File: src/design/i2cm_pkg.sv
`timescale 1ns / 1ps

package i2cm_pkg;

  localparam int unsigned PhaseCount = 13;

  typedef enum logic [PhaseCount-1:0] {
    PH_IDLE      = 13'b0000000000001,
    PH_START_HI  = 13'b0000000000010,
    PH_START_LO  = 13'b0000000000100,
    PH_STOP_LO   = 13'b0000000001000,
    PH_STOP_HI   = 13'b0000000010000,
    PH_WR_LOW    = 13'b0000000100000,
    PH_WR_HIGH   = 13'b0000001000000,
    PH_ACK_LOW   = 13'b0000010000000,
    PH_ACK_POLL  = 13'b0000100000000,
    PH_RD_LOW    = 13'b0001000000000,
    PH_RD_HIGH   = 13'b0010000000000,
    PH_RACK_LOW  = 13'b0100000000000,
    PH_RACK_HIGH = 13'b1000000000000
  } phase_e;

  typedef enum logic [1:0] {
    OP_START = 2'd0,
    OP_STOP  = 2'd1,
    OP_WRITE = 2'd2,
    OP_READ  = 2'd3
  } op_e;

  typedef enum logic [1:0] {
    REG_HALF_PERIOD = 2'd0,
    REG_ACK_TIMEOUT = 2'd1
  } reg_idx_e;

  localparam logic [7:0] HalfPeriodReset = 8'd2;
  localparam logic [7:0] AckTimeoutReset = 8'd250;
  localparam logic [7:0] CountMax        = 8'hFF;
  localparam logic [3:0] BitsPerByte     = 4'd8;

  typedef struct packed {
    logic [7:0] half_period_ticks;
    logic [7:0] ack_timeout;
  } cfg_t;

  typedef struct packed {
    logic       cmd_valid;
    op_e        operation;
    logic [7:0] write_byte;
    logic       send_ack;
    logic       sda_in;
  } cmd_t;

  typedef struct packed {
    logic       scl_level;
    logic       sda_level;
    logic       sda_driven;
    logic       busy_res;
    logic       done_res;
    logic [7:0] read_byte;
    logic       ack_fail;
  } res_t;

endpackage

File: src/design/i2cm_engine.sv
`timescale 1ns / 1ps

module i2cm_engine (
  input  logic           clk_i,
  input  logic           rst_ni,
  input  logic           step_i,
  input  i2cm_pkg::cmd_t cmd_i,
  input  i2cm_pkg::cfg_t cfg_i,
  output i2cm_pkg::res_t res_o
);

  i2cm_pkg::phase_e phase_q, phase_d;
  logic [3:0] bit_index_q, bit_index_d;
  logic [7:0] shift_q, shift_d;
  logic [7:0] tick_q, tick_d;
  logic [7:0] wait_q, wait_d;
  logic       ack_choice_q, ack_choice_d;
  logic       scl_q, scl_d;
  logic       sda_q, sda_d;
  logic       drv_q, drv_d;
  logic [7:0] rd_q, rd_d;
  logic       err_q, err_d;

  logic [7:0] hp;
  logic [7:0] to;
  logic [7:0] tick_inc;
  logic [7:0] wait_inc;
  logic [3:0] bit_inc;
  logic [7:0] shift_wr;
  logic [7:0] shift_rd;
  logic       half_end;
  logic       done;

  assign hp       = (cfg_i.half_period_ticks == 8'd0) ? 8'd1 : cfg_i.half_period_ticks;
  assign to       = (cfg_i.ack_timeout == 8'd0) ? 8'd1 : cfg_i.ack_timeout;
  assign tick_inc = tick_q + 8'd1;
  assign wait_inc = (wait_q == i2cm_pkg::CountMax) ? wait_q : wait_q + 8'd1;
  assign bit_inc  = bit_index_q + 4'd1;
  assign shift_wr = {shift_q[6:0], 1'b0};
  assign shift_rd = {shift_q[6:0], cmd_i.sda_in};
  assign half_end = (tick_inc >= hp);

  always_comb begin
    phase_d      = phase_q;
    bit_index_d  = bit_index_q;
    shift_d      = shift_q;
    tick_d       = tick_q;
    wait_d       = wait_q;
    ack_choice_d = ack_choice_q;
    scl_d        = scl_q;
    sda_d        = sda_q;
    drv_d        = drv_q;
    rd_d         = rd_q;
    err_d        = err_q;
    done         = 1'b0;

    case (phase_q)
      i2cm_pkg::PH_ACK_POLL: begin
        if (!cmd_i.sda_in) begin
          {scl_d, sda_d, drv_d} = 3'b011;
          phase_d = i2cm_pkg::PH_IDLE;
          tick_d  = 8'd0;
          done    = 1'b1;
        end else begin
          wait_d = wait_inc;
          if (wait_inc >= to) begin
            err_d = 1'b1;
            {scl_d, sda_d, drv_d} = 3'b001;
            phase_d = i2cm_pkg::PH_STOP_LO;
            tick_d  = 8'd0;
          end
        end
      end
      i2cm_pkg::PH_START_HI, i2cm_pkg::PH_START_LO, i2cm_pkg::PH_STOP_LO,
      i2cm_pkg::PH_STOP_HI, i2cm_pkg::PH_WR_LOW, i2cm_pkg::PH_WR_HIGH,
      i2cm_pkg::PH_ACK_LOW, i2cm_pkg::PH_RD_LOW, i2cm_pkg::PH_RD_HIGH,
      i2cm_pkg::PH_RACK_LOW, i2cm_pkg::PH_RACK_HIGH: begin
        tick_d = half_end ? 8'd0 : tick_inc;
        if (half_end) begin
          case (phase_q)
            i2cm_pkg::PH_START_HI: begin
              {scl_d, sda_d, drv_d} = 3'b101;
              phase_d = i2cm_pkg::PH_START_LO;
            end
            i2cm_pkg::PH_START_LO: begin
              {scl_d, sda_d, drv_d} = 3'b001;
              phase_d = i2cm_pkg::PH_IDLE;
              done    = 1'b1;
            end
            i2cm_pkg::PH_STOP_LO: begin
              {scl_d, sda_d, drv_d} = 3'b111;
              phase_d = i2cm_pkg::PH_STOP_HI;
            end
            i2cm_pkg::PH_STOP_HI: begin
              phase_d = i2cm_pkg::PH_IDLE;
              done    = 1'b1;
            end
            i2cm_pkg::PH_WR_LOW: begin
              {scl_d, sda_d, drv_d} = {1'b1, sda_q, 1'b1};
              phase_d = i2cm_pkg::PH_WR_HIGH;
            end
            i2cm_pkg::PH_WR_HIGH: begin
              bit_index_d = bit_inc;
              shift_d     = shift_wr;
              if (bit_inc >= i2cm_pkg::BitsPerByte) begin
                {scl_d, sda_d, drv_d} = 3'b010;
                phase_d = i2cm_pkg::PH_ACK_LOW;
              end else begin
                {scl_d, sda_d, drv_d} = {1'b0, shift_wr[7], 1'b1};
                phase_d = i2cm_pkg::PH_WR_LOW;
              end
            end
            i2cm_pkg::PH_ACK_LOW: begin
              {scl_d, sda_d, drv_d} = 3'b110;
              wait_d  = 8'd0;
              phase_d = i2cm_pkg::PH_ACK_POLL;
            end
            i2cm_pkg::PH_RD_LOW: begin
              {scl_d, sda_d, drv_d} = 3'b110;
              phase_d = i2cm_pkg::PH_RD_HIGH;
            end
            i2cm_pkg::PH_RD_HIGH: begin
              shift_d     = shift_rd;
              bit_index_d = bit_inc;
              if (bit_inc >= i2cm_pkg::BitsPerByte) begin
                rd_d = shift_rd;
                {scl_d, sda_d, drv_d} = {1'b0, ~ack_choice_q, 1'b1};
                phase_d = i2cm_pkg::PH_RACK_LOW;
              end else begin
                {scl_d, sda_d, drv_d} = 3'b010;
                phase_d = i2cm_pkg::PH_RD_LOW;
              end
            end
            i2cm_pkg::PH_RACK_LOW: begin
              {scl_d, sda_d, drv_d} = {1'b1, sda_q, 1'b1};
              phase_d = i2cm_pkg::PH_RACK_HIGH;
            end
            default: begin
              {scl_d, sda_d, drv_d} = {1'b0, sda_q, 1'b1};
              phase_d = i2cm_pkg::PH_IDLE;
              done    = 1'b1;
            end
          endcase
        end
      end
      default: begin
        // Idle, and any corrupted phase code, accepts a new command.
        phase_d = i2cm_pkg::PH_IDLE;
        if (cmd_i.cmd_valid) begin
          bit_index_d = 4'd0;
          tick_d      = 8'd0;
          case (cmd_i.operation)
            i2cm_pkg::OP_START: begin
              {scl_d, sda_d, drv_d} = 3'b111;
              phase_d = i2cm_pkg::PH_START_HI;
            end
            i2cm_pkg::OP_STOP: begin
              {scl_d, sda_d, drv_d} = 3'b001;
              phase_d = i2cm_pkg::PH_STOP_LO;
            end
            i2cm_pkg::OP_WRITE: begin
              shift_d = cmd_i.write_byte;
              err_d   = 1'b0;
              {scl_d, sda_d, drv_d} = {1'b0, cmd_i.write_byte[7], 1'b1};
              phase_d = i2cm_pkg::PH_WR_LOW;
            end
            default: begin
              shift_d      = 8'd0;
              ack_choice_d = cmd_i.send_ack;
              {scl_d, sda_d, drv_d} = 3'b010;
              phase_d = i2cm_pkg::PH_RD_LOW;
            end
          endcase
        end
      end
    endcase
  end

  always_ff @(posedge clk_i or negedge rst_ni) begin
    if (!rst_ni) begin
      phase_q      <= i2cm_pkg::PH_IDLE;
      bit_index_q  <= 4'd0;
      shift_q      <= 8'd0;
      tick_q       <= 8'd0;
      wait_q       <= 8'd0;
      ack_choice_q <= 1'b0;
      scl_q        <= 1'b1;
      sda_q        <= 1'b1;
      drv_q        <= 1'b1;
      rd_q         <= 8'd0;
      err_q        <= 1'b0;
    end else if (step_i) begin
      phase_q      <= phase_d;
      bit_index_q  <= bit_index_d;
      shift_q      <= shift_d;
      tick_q       <= tick_d;
      wait_q       <= wait_d;
      ack_choice_q <= ack_choice_d;
      scl_q        <= scl_d;
      sda_q        <= sda_d;
      drv_q        <= drv_d;
      rd_q         <= rd_d;
      err_q        <= err_d;
    end
  end

  always_comb begin
    res_o.scl_level  = scl_d;
    res_o.sda_level  = sda_d;
    res_o.sda_driven = drv_d;
    res_o.busy_res   = (phase_d != i2cm_pkg::PH_IDLE);
    res_o.done_res   = done;
    res_o.read_byte  = rd_d;
    res_o.ack_fail   = err_d;
  end

endmodule

File: src/design/i2cm_out_stage.sv
`timescale 1ns / 1ps

module i2cm_out_stage (
  input  logic           clk_i,
  input  logic           rst_ni,
  input  logic           load_i,
  input  i2cm_pkg::res_t res_i,
  input  logic           take_i,
  output logic           valid_o,
  output i2cm_pkg::res_t res_o
);

  logic           valid_q;
  i2cm_pkg::res_t res_q;

  always_ff @(posedge clk_i or negedge rst_ni) begin
    if (!rst_ni) begin
      valid_q <= 1'b0;
    end else if (load_i) begin
      valid_q <= 1'b1;
    end else if (take_i) begin
      valid_q <= 1'b0;
    end
  end

  always_ff @(posedge clk_i) begin
    if (load_i) begin
      res_q <= res_i;
    end
  end

  assign valid_o = valid_q;
  assign res_o   = res_q;

endmodule

File: src/design/i2c_master_byte_engine_unit.sv
`timescale 1ns / 1ps

// I2C master bit engine. Each transaction on the slave stream is one bus tick:
// it carries an optional command in tuser and the sampled SDA level in tdata.
// Every accepted tick yields exactly one result transaction on the master
// stream with the SCL/SDA levels, the SDA drive enable, busy and done flags,
// the last read byte and the acknowledge error flag.
// The result of a tick is registered and held in the output register from the
// cycle after it is accepted. One tick is accepted every cycle unless the
// receiver stalls; the engine state and output register update on acceptance.
// When the receiver stalls, the output register holds its result and
// s_axis_tready falls until that result is taken; nothing is lost.
// The configuration channel is always ready: index 0 sets the SCL half period
// in ticks, index 1 the acknowledge timeout; other indices are ignored.
// Writes should only be made while the engine is idle.
// Reset clears the engine to idle with SCL and SDA high and SDA driven, the half
// period to two ticks and the acknowledge timeout to 250 ticks.

module i2c_master_byte_engine_unit (
  input  logic        clk_i,
  input  logic        rst_ni,
  input  logic        s_axis_tvalid,
  output logic        s_axis_tready,
  // Fields from bit 0: write_byte[7:0], send_ack, sda_in, zero padding.
  input  logic [15:0] s_axis_tdata,
  // Fields from bit 0: cmd_valid, operation[1:0].
  input  logic [2:0]  s_axis_tuser,
  output logic        m_axis_tvalid,
  input  logic        m_axis_tready,
  // Fields from bit 0: scl_level, sda_level, sda_driven, busy_res, done_res,
  // read_byte[7:0], ack_fail, zero padding.
  output logic [15:0] m_axis_tdata,
  input  logic        cfg_valid_i,
  output logic        cfg_ready_o,
  input  logic [1:0]  cfg_index_i,
  input  logic [7:0]  cfg_data_i
);

  i2cm_pkg::cfg_t cfg_q;
  i2cm_pkg::cmd_t cmd;
  i2cm_pkg::res_t res_next;
  i2cm_pkg::res_t res_out;
  logic           accept;
  logic           out_valid;

  assign cfg_ready_o = 1'b1;

  always_ff @(posedge clk_i or negedge rst_ni) begin
    if (!rst_ni) begin
      cfg_q.half_period_ticks <= i2cm_pkg::HalfPeriodReset;
      cfg_q.ack_timeout       <= i2cm_pkg::AckTimeoutReset;
    end else if (cfg_valid_i) begin
      case (i2cm_pkg::reg_idx_e'(cfg_index_i))
        i2cm_pkg::REG_HALF_PERIOD: cfg_q.half_period_ticks <= cfg_data_i;
        i2cm_pkg::REG_ACK_TIMEOUT: cfg_q.ack_timeout       <= cfg_data_i;
        default: begin
        end
      endcase
    end
  end

  always_comb begin
    cmd.cmd_valid  = s_axis_tuser[0];
    cmd.operation  = i2cm_pkg::op_e'(s_axis_tuser[2:1]);
    cmd.write_byte = s_axis_tdata[7:0];
    cmd.send_ack   = s_axis_tdata[8];
    cmd.sda_in     = s_axis_tdata[9];
  end

  assign s_axis_tready = !out_valid || m_axis_tready;
  assign accept        = s_axis_tvalid && s_axis_tready;

  i2cm_engine u_engine (
    .clk_i  (clk_i),
    .rst_ni (rst_ni),
    .step_i (accept),
    .cmd_i  (cmd),
    .cfg_i  (cfg_q),
    .res_o  (res_next)
  );

  i2cm_out_stage u_out_stage (
    .clk_i   (clk_i),
    .rst_ni  (rst_ni),
    .load_i  (accept),
    .res_i   (res_next),
    .take_i  (m_axis_tready),
    .valid_o (out_valid),
    .res_o   (res_out)
  );

  assign m_axis_tvalid = out_valid;
  assign m_axis_tdata  = {2'b00, res_out.ack_fail, res_out.read_byte, res_out.done_res,
                          res_out.busy_res, res_out.sda_driven, res_out.sda_level,
                          res_out.scl_level};

endmodule
File: config.mk
export PLATFORM = sky130hd
export DESIGN_NAME = i2c_master_byte_engine_unit
export DESIGN_NICKNAME = d
export VERILOG_FILES = /design/src/design/i2cm_pkg.sv /design/src/design/i2cm_engine.sv /design/src/design/i2cm_out_stage.sv /design/src/design/i2c_master_byte_engine_unit.sv
export SDC_FILE = /design/constraint.sdc
export NUM_CORES = 1
export LEC_CHECK = 0
export BUFFER_PORTS_ARGS = -buffer_cell sky130_fd_sc_hd__buf_2
export CAP_MARGIN = 25
export CORE_MARGIN = 2
export CORE_UTILIZATION = 54
export CTS_CLUSTER_DIAMETER = 200
export DETAILED_ROUTE_END_ITERATION = 6
export PLACE_DENSITY = 0.77
export SYNTH_ARGS = -nofsm -noshare
export SYNTH_HDL_FRONTEND = slang
export SYNTH_HIERARCHICAL = 1
export SYNTH_SLANG_ARGS = --single-unit
File: constraint.sdc
create_clock -name clk_i -period 3.2 [get_ports clk_i]
set_input_delay 0.64 -clock clk_i [delete_from_list [all_inputs] [get_ports clk_i]]
set_output_delay 0.64 -clock clk_i [all_outputs]
set_load 0.1 [all_outputs]
* After elaboration in Yosys (flattened, before gate mapping)
Index checks and enable logic that the tools add are counted.
** Storage, ports and cells
- Output and inout bits :: 19
- Register bits :: 84
- Bits of input ports :: 34
- Word-level logic and storage cells :: 153
** Cells by class
- Equality and inequality tests :: 24
- Bitwise gates (word level) :: 4
- Reduce and logical (&&, ||, !) cells :: 28
- $add $sub $neg :: 3
- Multiplexer cells :: 70
- Order comparisons :: 3
** Operators with widths (number)
- 8-bit two-way mux :: 15
- 13-bit case mux with 8 select lines :: 1
- 13-bit two-way mux :: 4
- 7-bit case mux with 2 select lines :: 3
- 8-bit case mux with 2 select lines :: 2
- 10-bit case mux with 3 select lines :: 1
- 1-bit two-way mux :: 27
- 13-bit case mux with 2 select lines :: 1
- 8-bit by 1-bit adder with 8-bit output, second input constant :: 2
- 8-bit >= comparator :: 2
- 8-bit logical NOT :: 2
- 7-bit two-way mux :: 2
- 1-bit case mux with 2 select lines :: 7
- 13-bit by 10-bit equality test with 1-bit output, second input constant :: 1
- 13-bit by 11-bit equality test with 1-bit output, second input constant :: 1
- 13-bit by 12-bit equality test with 1-bit output, second input constant :: 1
- 13-bit equality test, second input constant :: 1
- 13-bit by 2-bit equality test with 1-bit output, second input constant :: 1
- 13-bit by 3-bit equality test with 1-bit output, second input constant :: 1
- 13-bit by 4-bit equality test with 1-bit output, second input constant :: 1
- 13-bit by 5-bit equality test with 1-bit output, second input constant :: 1
- 13-bit by 6-bit equality test with 1-bit output, second input constant :: 1
- 13-bit by 7-bit equality test with 1-bit output, second input constant :: 1
- 13-bit by 8-bit equality test with 1-bit output, second input constant :: 1
- other kinds (33) :: 52

* Logic depth before layout (Yosys ltp)
- Depth after elaboration :: 7
- Mapped depth :: 15
- Mapped depth without buffers :: 14

* Hierarchy
Netlist, hierarchy kept.
** Modules (own cells, without submodules)
- i2cm_engine :: cells each 439, seq. area each 1331.3 µm², area each 3917.5 µm², times used 1
- i2c_master_byte_engine_unit :: cells each 41, seq. area each 409.1 µm², area each 661.9 µm², times used 1
- i2cm_out_stage :: cells each 17, seq. area each 445.4 µm², area each 456.7 µm², times used 1

* Least setup slack after synthesis
OpenSTA, ideal clock, no wires.
- Path kind :: register -> register
- From :: reg u_out_stage.valid_q, in the netlist u_out_stage/valid_o
- To :: reg u_engine.wait_q[3]
- Setup time :: 119 ps
- Cell stages (with the launch flop) :: 9
- Data required time :: 3081 ps
- Arrival time :: 3468 ps
- Slack :: -386 ps
- Clock period less this slack :: 3586 ps
- Path buffers :: 2
- Cell sequence :: dfrtp_1 nand2b_1 and2_1 clkbuf_1 inv_2 a211o_1 or2_1 buf_4 o21a_1
** Between the ends
- Cells in the longest elaborated chain, start to end :: 4
** RTL lines
- from (decl) :: RTL line i2cm_out_stage.sv:13 : logic valid_q;
- from (signal assigned) :: RTL line i2cm_out_stage.sv:18 : valid_q <= 1'b0;
- from (signal assigned) :: RTL line i2cm_out_stage.sv:20 : valid_q <= 1'b1;
- from (signal assigned) :: RTL line i2cm_out_stage.sv:22 : valid_q <= 1'b0;
- 1-bit logical NOT :: RTL line i2c_master_byte_engine_unit.sv:70 : assign s_axis_tready = !out_valid || m_axis_tready;
- 1-bit logical OR :: RTL line i2c_master_byte_engine_unit.sv:70
- via s_axis_tready :: RTL line i2c_master_byte_engine_unit.sv:23 : output logic s_axis_tready,
- 1-bit logical AND :: RTL line i2c_master_byte_engine_unit.sv:71 : assign accept = s_axis_tvalid && s_axis_tready;
- via accept :: RTL line i2c_master_byte_engine_unit.sv:43 : logic accept;
- 5-bit AND reduction (no source line)
- to (signal assigned) :: RTL line i2cm_engine.sv:197 : wait_q <= wait_d;
- to (decl) :: RTL line i2cm_engine.sv:16 : logic [7:0] wait_q, wait_d;
The timed path passes the listed nets, and every way through them passes these cells.
A chain may end at the register's enable or synchronous reset.

==> out/summary.txt <==
========================================================================================
Standard cell core area                                                         9150 um2
Routability congestion estimate from global placement                              0.889
Total of flip-flops plus latches after synthesis                                      84
Worst slew slack as a fraction of its limit                                        55.6%
Critical path capture point type                                                register
Total number of vias                                                                4257
Post-route cell area                                                            5870 um2
Standard cell area after detailed placement                                     5470 um2
Signal arrival time at the worst endpoint                                        3.42 ns
Total power                                                                    0.00333 W
Antenna Diode Count                                                                    0
Post-layout net count                                                                613
Clock Power Share                                                                  22.3%
Violation count after the first detailed-routing iteration                           349
Vias per cell                                                                       6.30
Site Rows                                                                             35
Number of cells on the worst reg-to-reg path                                          12
Netlist cell types                                                                    74
Type of the worst min-delay path                                            input port to asynchronous set/reset pin
Violations in the final reports                                             setup timing
Post-synthesis area per instance                                                10.1 um2
I/O pin cnt                                                                           53
Tightest Pin Transition                                                         0.660 ns
Total half-perimeter wirelength after legalization and detailed placement        8.60 mm
Switching part of the total power                                                  39.0%
RSZ-0062 raised after global routing                                                true
Clock tree skew after final layout                                             0.0159 ns
Share of synthesized flip-flops with an asynchronous set or reset                  83.3%
Wire length per cell after detailed routing                                      18.2 um
Number of routed nets with antenna violations                                          0
Data required time at the worst endpoint                                         3.40 ns
All-Layer GR Usage                                                                 24.5%
Count of warnings emitted by yosys                                                     6
Number of pins with negative max-slew slack in the final report                        0
Clock tree from TritonCTS                                                            yes
DRC                                                                                    0
Placed Cells                                                                         653
Placement Setup Slack                                                          -0.114 ns
Largest net degree at the start of global routing                                     71
Vias in the first global route                                                      4037
Final Hold Viols                                                                       0
H-tree depth                                                                           3
Congestion Overflow GR                                                                 0
Seq pwr share                                                                      42.2%
Count of flip-flops with a built-in enable after synthesis                            14
Total detailed-routing wirelength                                                12.3 mm
Vert. Die Dim                                                                     101 um
Register clock-pin slew on the reported worst setup and hold paths               0.10 ns
Cell types with the largest area share after synthesis                      sky130_fd_sc_hd__dfrtp_1, sky130_fd_sc_hd__mux2_2, sky130_fd_sc_hd__edfxtp_1
Summed instance area of the synthesized netlist                                 5040 um2
Count of TritonRoute iterations in the first routing pass                              6
Cells after Synth                                                                    497
Most numerous cell types in the synthesized netlist                         sky130_fd_sc_hd__dfrtp_1, sky130_fd_sc_hd__nand2_1, sky130_fd_sc_hd__mux2_2
CTS Buffer Depth                                                                       2
Die area                                                                       10100 um2
Starting utilization of the core area                                              55.0%
Area grow syn2layout                                                               16.5%
Highest attainable clock frequency                                             0.311 GHz
Switching power summed over all nets                                           0.00130 W
Internal power                                                                 0.00203 W
Final setup violation count                                                            1
Post-synth top area cell                                                    sky130_fd_sc_hd__dfrtp_1
Cts bufs inserted                                                                      9
Share of Yosys cell area claimed by the top area cell type                         29.3%
First-pass GRT wire length                                                       19.3 mm
Synth Flop Type                                                             sky130_fd_sc_hd__dfrtp_1
Initial antenna violation count                                                        0
Combinational cell fraction of total power                                         35.6%
Clock Tree Root                                                             sky130_fd_sc_hd__clkbuf_8
Final clock period utilization by the worst path                                    101%
Startpoint type of the worst setup path                                         register
Maximum fanout encountered on the critical timing path                                 5
Run status                                                                  complete, but fails checks
Non-filler instance count after layout                                               676
Setup slack of the critical path after layout                                 -0.0189 ns
Count of input and output buffers                                                     43
Final period demand of the worst path                                            3.22 ns
Pwr per Cell Area                                                             567 nW/um2
Max-capacitance violation count                                                        0
Leak                                                                             2.64 nW
Insertion delay to the later sink of the worst-skew pair                         0.37 ns
Seq/Total Area, Yosys                                                              43.4%
Count of clock tree sinks                                                             84
Leading cell type by number of instances after synthesis                    sky130_fd_sc_hd__dfrtp_1
Worst Setup Path Type                                                       register to register
X dimension of the die                                                            101 um
Worst IR Drop VDD                                                               0.291 mV
Share of post-route cells with drive strength above 1                              32.9%
========================================================================================
-- registers in the layout (all words and copies together), names as in the netlist --
name                   cells
u_engine/tick_q            8
u_engine/scl_q             1
u_engine/wait_q            8
u_engine/drv_q             1
cfg_q                     16
u_engine/phase_q          13
u_engine/ack_choice_q      1
u_out_stage/valid_o        1
u_engine/shift_q           7
u_engine/sda_q             1
u_engine/err_q             1
u_engine/rd_q              8
u_engine/bit_index_q       4
u_out_stage/res_o         14
-- routing by layer --
layer	GRT usage, %	share of wire [%]	vias to the layer above
met2	40.1	48	211
met3	3.95	7.0	32
li1	-	-	1982
met4	12.1	2.6	0
met1	31.7	42	2032
met5	0	0	-
-- layout make-up --
cell class,count,area [um2]
repair buffers,78,498
clock buffers,9,124
well taps,111,139
inverters,22,82.6
flip-flops and latches,84,2190
multi-input cells,365,2770
clock inverters,7,63.8
fillers,706,3280
-- cell usage in the layout (no fill, tap or decap), drive strengths merged, types with 11 or more instances in the layout --
| master | count |
|---|---|
| buf | 78 |
| nand2 | 44 |
| ha | 19 |
| o21ai | 41 |
| edfxtp | 14 |
| nand3 | 25 |
| dfrtp | 59 |
| mux2 | 40 |
| a21oi | 12 |
| inv | 27 |
| dfstp | 11 |
| nor3 | 15 |
| nor2 | 27 |
-- through the flow --
stage	hold WS [ns]	TNS [ns]	utilization, %
finish	0.266	-0.0189	64.1
global route	0.313	-1.07	64.1
CTS	0.296	0	62.1
detailed placement	0.493	-0.726	59.7
global placement	0.459	-0.184	59.7
floorplan	0.344	0	-
-- worst max-delay path, cell delays in order, from the launching register on --
cell,delay (ns)
sky130_fd_sc_hd__dfrtp_1,0.39
sky130_fd_sc_hd__ha_2,0.20
sky130_fd_sc_hd__buf_4,0.13
sky130_fd_sc_hd__and2_1,0.19
sky130_fd_sc_hd__a41oi_1,0.23
sky130_fd_sc_hd__nor2_1,0.11
sky130_fd_sc_hd__ha_1,0.32
sky130_fd_sc_hd__nand4_1,0.12
sky130_fd_sc_hd__nor2_1,0.07
sky130_fd_sc_hd__a211o_1,0.32
sky130_fd_sc_hd__a2111o_1,0.56
sky130_fd_sc_hd__nor3b_2,0.21
sky130_fd_sc_hd__o21ai_1,0.21
-- worst paths after layout --
check,start,slack (ns),to
hold / removal,rst_ni,0.27,u_engine/phase_q[12]
setup reg to reg,u_engine/wait_q[1],-0.02,u_out_stage/res_o[13]
setup / recovery,u_engine/wait_q[1],-0.02,u_out_stage/res_o[13]
min in group clk_i,cfg_q[2],0.51,cfg_q[2]
max in group asynchronous,rst_ni,2.55,u_engine/scl_q
hold reg to reg,cfg_q[2],0.51,cfg_q[2]
-- cell families after synthesis --
family | Yosys count | share of synthesized area (%)
AO/OA/AOI/OAI | 110 | 15.5
XOR/XNOR | 16 | 2.78
other | 2 | 0.149
AND/OR/NAND/NOR | 174 | 19.2
flip-flops | 84 | 43.4
adder cells (fa/ha/maj) | 19 | 4.72
buffers and inverters | 51 | 5.07
multiplexers | 41 | 9.14
-- power groups by stage --
stage / Sequential (W) / Clock, W / Combinational [W]
6_report: 0.00140 / 0.000740 / 0.00118
2_1_floorplan: 0.00152 / 0 / 0.000688
3_3_place_gp: 0.00141 / 0 / 0.00104
4_1_cts: 0.00139 / 0.000754 / 0.00109
3_5_place_dp: 0.00141 / 0 / 0.00107
5_1_grt: 0.00142 / 0.000797 / 0.00129
-- repair_timing --
| action | in CTS | in global routing |
|---|---|---|
| hold buffers | 0 | 0 |
| pin swaps | 1 | 18 |
| resized for setup | 4 | 26 |
| cloned | 1 | 1 |
| setup buffers | 0 | 5 |
| endpoints found under the setup margin | 14 | 47 |
Power figures use the tool's default switching activity.
